--- src/hdl/pair_spring_gravity_force_unit_macros.svh ---
// Assertion macros shared by the pair force unit modules.
`ifndef PAIR_SPRING_GRAVITY_FORCE_UNIT_MACROS_SVH
`define PAIR_SPRING_GRAVITY_FORCE_UNIT_MACROS_SVH

// Plain property, checked on every clock edge outside reset.
`define PSGF_ASSERT(label, prop, msg) \
	label: assert property (@(posedge clk) disable iff (!arst_n) (prop)) else $error(msg);

// Property checked only in cycles where the condition holds.
`define PSGF_ASSERT_IMP(label, cond, prop, msg) \
	label: assert property (@(posedge clk) disable iff (!arst_n) (cond) |-> (prop)) else $error(msg);

`endif

--- src/hdl/psgf_sqrt.sv ---
// Pipelined integer square root, one result bit per stage.
`include "pair_spring_gravity_force_unit_macros.svh"
module psgf_sqrt #(
	parameter int PW = 1
) (
	input  logic          clk,
	input  logic          arst_n,
	input  logic          in_valid,
	input  logic [63:0]   x_in,
	input  logic [PW-1:0] side_in,
	output logic          out_valid,
	output logic [31:0]   root,
	output logic [PW-1:0] side_out
);

	localparam int RW = 32;

	logic          valid_s [1:RW];
	logic [63:0]   rem_s   [1:RW];
	logic [RW-1:0] root_s  [1:RW];
	logic [PW-1:0] side_s  [1:RW];

	genvar g;
	for (g = 0; g < RW; g++) begin : g_stage
		localparam int K = RW - 1 - g;
		logic          cur_valid;
		logic [63:0]   cur_rem;
		logic [RW-1:0] cur_root;
		logic [PW-1:0] cur_side;
		logic [65:0]   trial;
		logic          take;

		if (g == 0) begin : g_first
			assign cur_valid = in_valid;
			assign cur_rem = x_in;
			assign cur_root = '0;
			assign cur_side = side_in;
		end else begin : g_rest
			assign cur_valid = valid_s[g];
			assign cur_rem = rem_s[g];
			assign cur_root = root_s[g];
			assign cur_side = side_s[g];
		end

		// root bits sit above K, so the two terms do not overlap
		assign trial = ({34'd0, cur_root} << (K + 1)) | (66'd1 << (2 * K));
		assign take = {2'b00, cur_rem} >= trial;

		always_ff @(posedge clk or negedge arst_n) begin
			if (!arst_n) begin
				valid_s[g+1] <= 1'b0;
			end else begin
				valid_s[g+1] <= cur_valid;
			end
		end

		always_ff @(posedge clk) begin
			rem_s[g+1] <= take ? 64'({2'b00, cur_rem} - trial) : cur_rem;
			root_s[g+1] <= take ? (cur_root | (RW'(1) << K)) : cur_root;
			side_s[g+1] <= cur_side;
		end
	end

	assign out_valid = valid_s[RW];
	assign root = root_s[RW];
	assign side_out = side_s[RW];

	`PSGF_ASSERT_IMP(a_sqrt_rem_bound, out_valid, rem_s[RW] <= {31'd0, root_s[RW], 1'b0}, "square root remainder exceeds twice the root")

endmodule

--- config.mk ---
export PLATFORM = sky130hd
export DESIGN_NAME = psgf_sqrt
export DESIGN_NICKNAME = d
export VERILOG_FILES = /design/src/hdl/psgf_sqrt.sv
export VERILOG_INCLUDE_DIRS = /design/src /design/src/hdl
export SDC_FILE = /design/constraint.sdc
export NUM_CORES = 2
export LEC_CHECK = 0
export BUFFER_PORTS_ARGS = -buffer_cell sky130_fd_sc_hd__clkbuf_2
export CORE_AREA = 2 2 466 468
export CTS_BUF_LIST = sky130_fd_sc_hd__clkbuf_16
export DETAILED_ROUTE_END_ITERATION = 16
export DIE_AREA = 0 0 468 470
export GPL_ROUTABILITY_DRIVEN = 0
export PLACE_DENSITY = 0.61
export SLEW_MARGIN = 40
export SYNTH_ARGS = -nofsm -noshare
export SYNTH_HDL_FRONTEND = slang
export SYNTH_SLANG_ARGS = --single-unit
--- constraint.sdc ---
create_clock -name clk -period 7.9 [get_ports clk]
set_input_delay 0.395 -clock clk [delete_from_list [all_inputs] [get_ports clk]]
set_output_delay 0.395 -clock clk [all_outputs]
set_load 0.02 [all_outputs]
==> summary.md <==
| Metric | Value |
|---|---|
| Root Buffer | `clkbuf_16` |
| Final TNS setup | `0 ns` |
| CTS max path bufs | `4` |
| Cell Pwr Density | `370 nW/um^2` |
| Critical-path top delay cell | `nor4_2` |
| Row count | `171` |
| Worst EP required | `8.67 ns` |
| Maximum vdd ir drop | `around 230 uV` |
| Post-CTS Resized | `0` |
| R2R cell count | `10` |
| Fin area | `about 110000 um^2` |
| Die Span Y | `between 400 and 500 um` |
| Clock Skews | `roughly 0.074 ns` |
| RSZ-0062 raised after global routing | `false` |
| Crit. End Element | `flop` |
| Filler Cell Count | `19400` |
| Total wire length | `244000 um` |
| Worst skew pair latency | `0.92 ns` |
| CP Launch Type | `flop` |
| Yosys reg bits | `2576` |
| Number of antenna violations at the first check in global routing | `12` |
| Vias after detailed routing | `69600` |
| Hold_ws | `-0.00348 ns` |
| First-pass GRT wire length | `378000 um` |
| Syn_area_per_cell | `approximately 10 um^2` |
| Lkg Pwr | `~50 nW` |
| CTS tree | `built` |
| Synth area leader | `dfxtp_1` |
| Mean number of vias per cell | `between 5 and 6` |
| Hold buffers post-CTS | `68` |
| Setup-failing EPs final | `0` |
| Synth Instances | `9672` |
| Post-DP Area | `100000 um^2` |
| Initial drt markers | `5085` |
| Total GRT Usage | `21.6%` |
| Seq/Total Area, Yosys | `53.7%` |
| H-tree depth | `5` |
| Largest net degree at the start of global routing | `60` |
| Min-delay worst type | `primary input to async pin` |
| Final WS setup | `slightly below 3 ns` |
| Async S/R FF share, synth | `1.24%` |
| Synth top cells by count | `dfxtp_1 (2544), inv_1 (695), nor2_1 (690)` |
| Reg-to-reg endpoint | `rem_s[0][1911]` |
| Fmax | `~200 MHz` |
| Period utilisation layout | `62.6%` |
| Worst path most repeated cell | `nand4_1` |
| Worst-path clk slew | `0.06 ns` |
| Design Power | `approximately 40 mW` |
| Top FF cell, synth | `dfxtp_1` |
| Post-place setup slack | `approximately 3.2 ns` |
| Share of cells above drive strength 1 | `6.65%` |
| Violated checks | `negative hold slack` |
| Crit-path max cell delay | `0.83 ns` |
| Pins Over Slew Limit | `0` |
| Status | `finished with violations` |
| Tmin final | `4.94 ns` |
| Synth-to-layout area growth | `13.6%` |
| GR Overflow Total | `0` |
| WL/cell | `approximately 19 um` |
| Reg2reg start | `rem_s[0][1830]` |
| Worst R2R Setup Slack | `2.96 ns` |
| Slew HR | `39.1%` |
| Final count of hold timing violations | `1` |
| Critical path arrival | `5.71 ns` |
| WS Path Type | `flop to flop` |
| Placed insts | `12500` |
| Top-count cell post-synth | `dfxtp_1` |
| Worst path cell trace | `nor4_1, nand4_1, nor4_2, nand4_1, o211ai_1, a211oi_4, nor3_1, nand4b_1, o41ai_1, o21ai_0` |
| Max-cap violations | `0` |
| Post-CTS setup buffers | `0` |
| Core Area | `216000 um^2` |
| Sink Count | `2576` |
| Final routed DRC violation total | `0` |
| DRT antenna net count | `0` |
| DRT Pass-1 Iters | `6` |
| Top cells by area, synth | `dfxtp_1 (53%), ha_1 (7.2%), xnor2_1 (4.3%)` |
| IO Pins | `102` |
| Worst Max-Slew Pin Slew | `0.905 ns` |
| Finished Layout Cells | `13000` |
| Layout Utilization | `50.8%` |
| Initial Utilization | `between 40 and 50%` |
| DIE WIDTH | `approximately 470 um` |
| Cell variety after synth | `94` |
| Area share of the largest cell type after synthesis | `52.8%` |
| Die area | `~220000 um^2` |
| TritonCTS Buffers | `275` |
| Post-synth EDFFs | `0` |
| Syn nets | `10300` |
| DP HPWL | `191000 um` |
| Nets | `10600` |
| CP Max Fanout | `8` |
| Port Buf Inserts | `slightly above 100` |
| Syn. warnings | `0` |
| Cell Area, Synth | `96400 um^2` |
| Vias in the first global route | `68000` |
area by class of cell:
cell class / instances / area [um^2] / share of cell area, %
antenna: 2 / 5.00 / 0.00457
clock buffer: 284 / 7110 / 6.49
clock inverter: 180 / 1550 / 1.42
inverter: 702 / 2640 / 2.41
multi-input combinational: 6216 / 41500 / 37.9
sequential: 2576 / 51700 / 47.2
tap: 2854 / 3570 / 3.26
timing repair buffer: 194 / 1380 / 1.26
power breakdown:
group | internal [mW] | total (mW) | switching [mW] | leakage, nW
Sequential | 15.9 | 18.5 | 2.65 | 21.7
Combinational | 4.17 | 9.56 | 5.38 | 23.8
Clock | 7.39 | 12.4 | 5.00 | 4.38
how the worst max path moves through the flow:
stage | from | to | slack, ns
CTS | rem_s[0][1830] | rem_s[0][1911] | 3.20
global route | rem_s[0][1830] | rem_s[0][1911] | 2.64
global placement | rem_s[0][1830] | rem_s[0][1911] | 2.70
floorplan | root_s[13][43] | rem_s[0][1841] | 4.65
detailed placement | rem_s[0][1830] | rem_s[0][1911] | 3.22
finish | rem_s[0][1830] | rem_s[0][1911] | 2.96
metal layers:
layer  global-route usage [%]  wire, um  vias up
met5                        0        13        -
met4                     6.65      7150        2
met3                     3.39     13500      489
met2                     36.4    115000     2021
met1                     28.4    108000    32900
li1                         -         -    34200
worst max-delay path, delay by kind of cell (launching register included):
kind	cells	cell delay [ns]
AOI/OAI and AO/OA	4	1.25
and+or+nand+nor	6	3.25
DFF	1	0.33
state kept, by name, summed over array words and instances (netlist names):
| register | cells |
|---|---|
| root_s | 528 |
| g_stage.cur_valid | 31 |
| side_s | 32 |
| rem_s | 1984 |
| out_valid | 1 |
kinds of logic after synthesis:
| kind of cell | share of synthesized area, % |
|---|---|
| mux | 0.868 |
| compound gates | 11.7 |
| buf+inv | 3.46 |
| xor+xnor | 8.09 |
| simple gates | 15.0 |
| flops | 53.7 |
| fa+ha+maj | 7.24 |
layout by cell type, fill, tap and decap left out, drive strengths merged, types with 27 or more instances in the layout:
| cell | Yosys | final |
|---|---|---|
| dfrtp | 32 | 32 |
| clkbuf | 144 | 384 |
| nand3 | 174 | 174 |
| xnor2 | 471 | 471 |
| nor4b | 47 | 47 |
| nand2 | 651 | 651 |
| nand4 | 141 | 141 |
| or4 | 71 | 71 |
| o31ai | 41 | 41 |
| o21ai | 468 | 468 |
| a21oi | 662 | 662 |
| a31oi | 49 | 49 |
| nor3 | 227 | 227 |
| o21a | 86 | 86 |
| nor2 | 691 | 691 |
| or3 | 102 | 102 |
| nand2b | 92 | 92 |
| o21bai | 66 | 66 |
| clkinv | 1 | 102 |
| ha | 558 | 558 |
| bufinv | 0 | 28 |
| o211ai | 34 | 34 |
| and3 | 42 | 42 |
| nand3b | 29 | 29 |
| inv | 701 | 743 |
| a211oi | 38 | 38 |
| mux2 | 69 | 69 |
| nor2b | 68 | 68 |
| a21o | 218 | 218 |
| nor4 | 342 | 342 |
| dfxtp | 2544 | 2544 |
| dlygate4sd3 | 0 | 68 |
| xor2 | 419 | 419 |
| and2 | 27 | 27 |
| or2 | 47 | 47 |
Note: power is estimated with default switching activity, not from simulation.
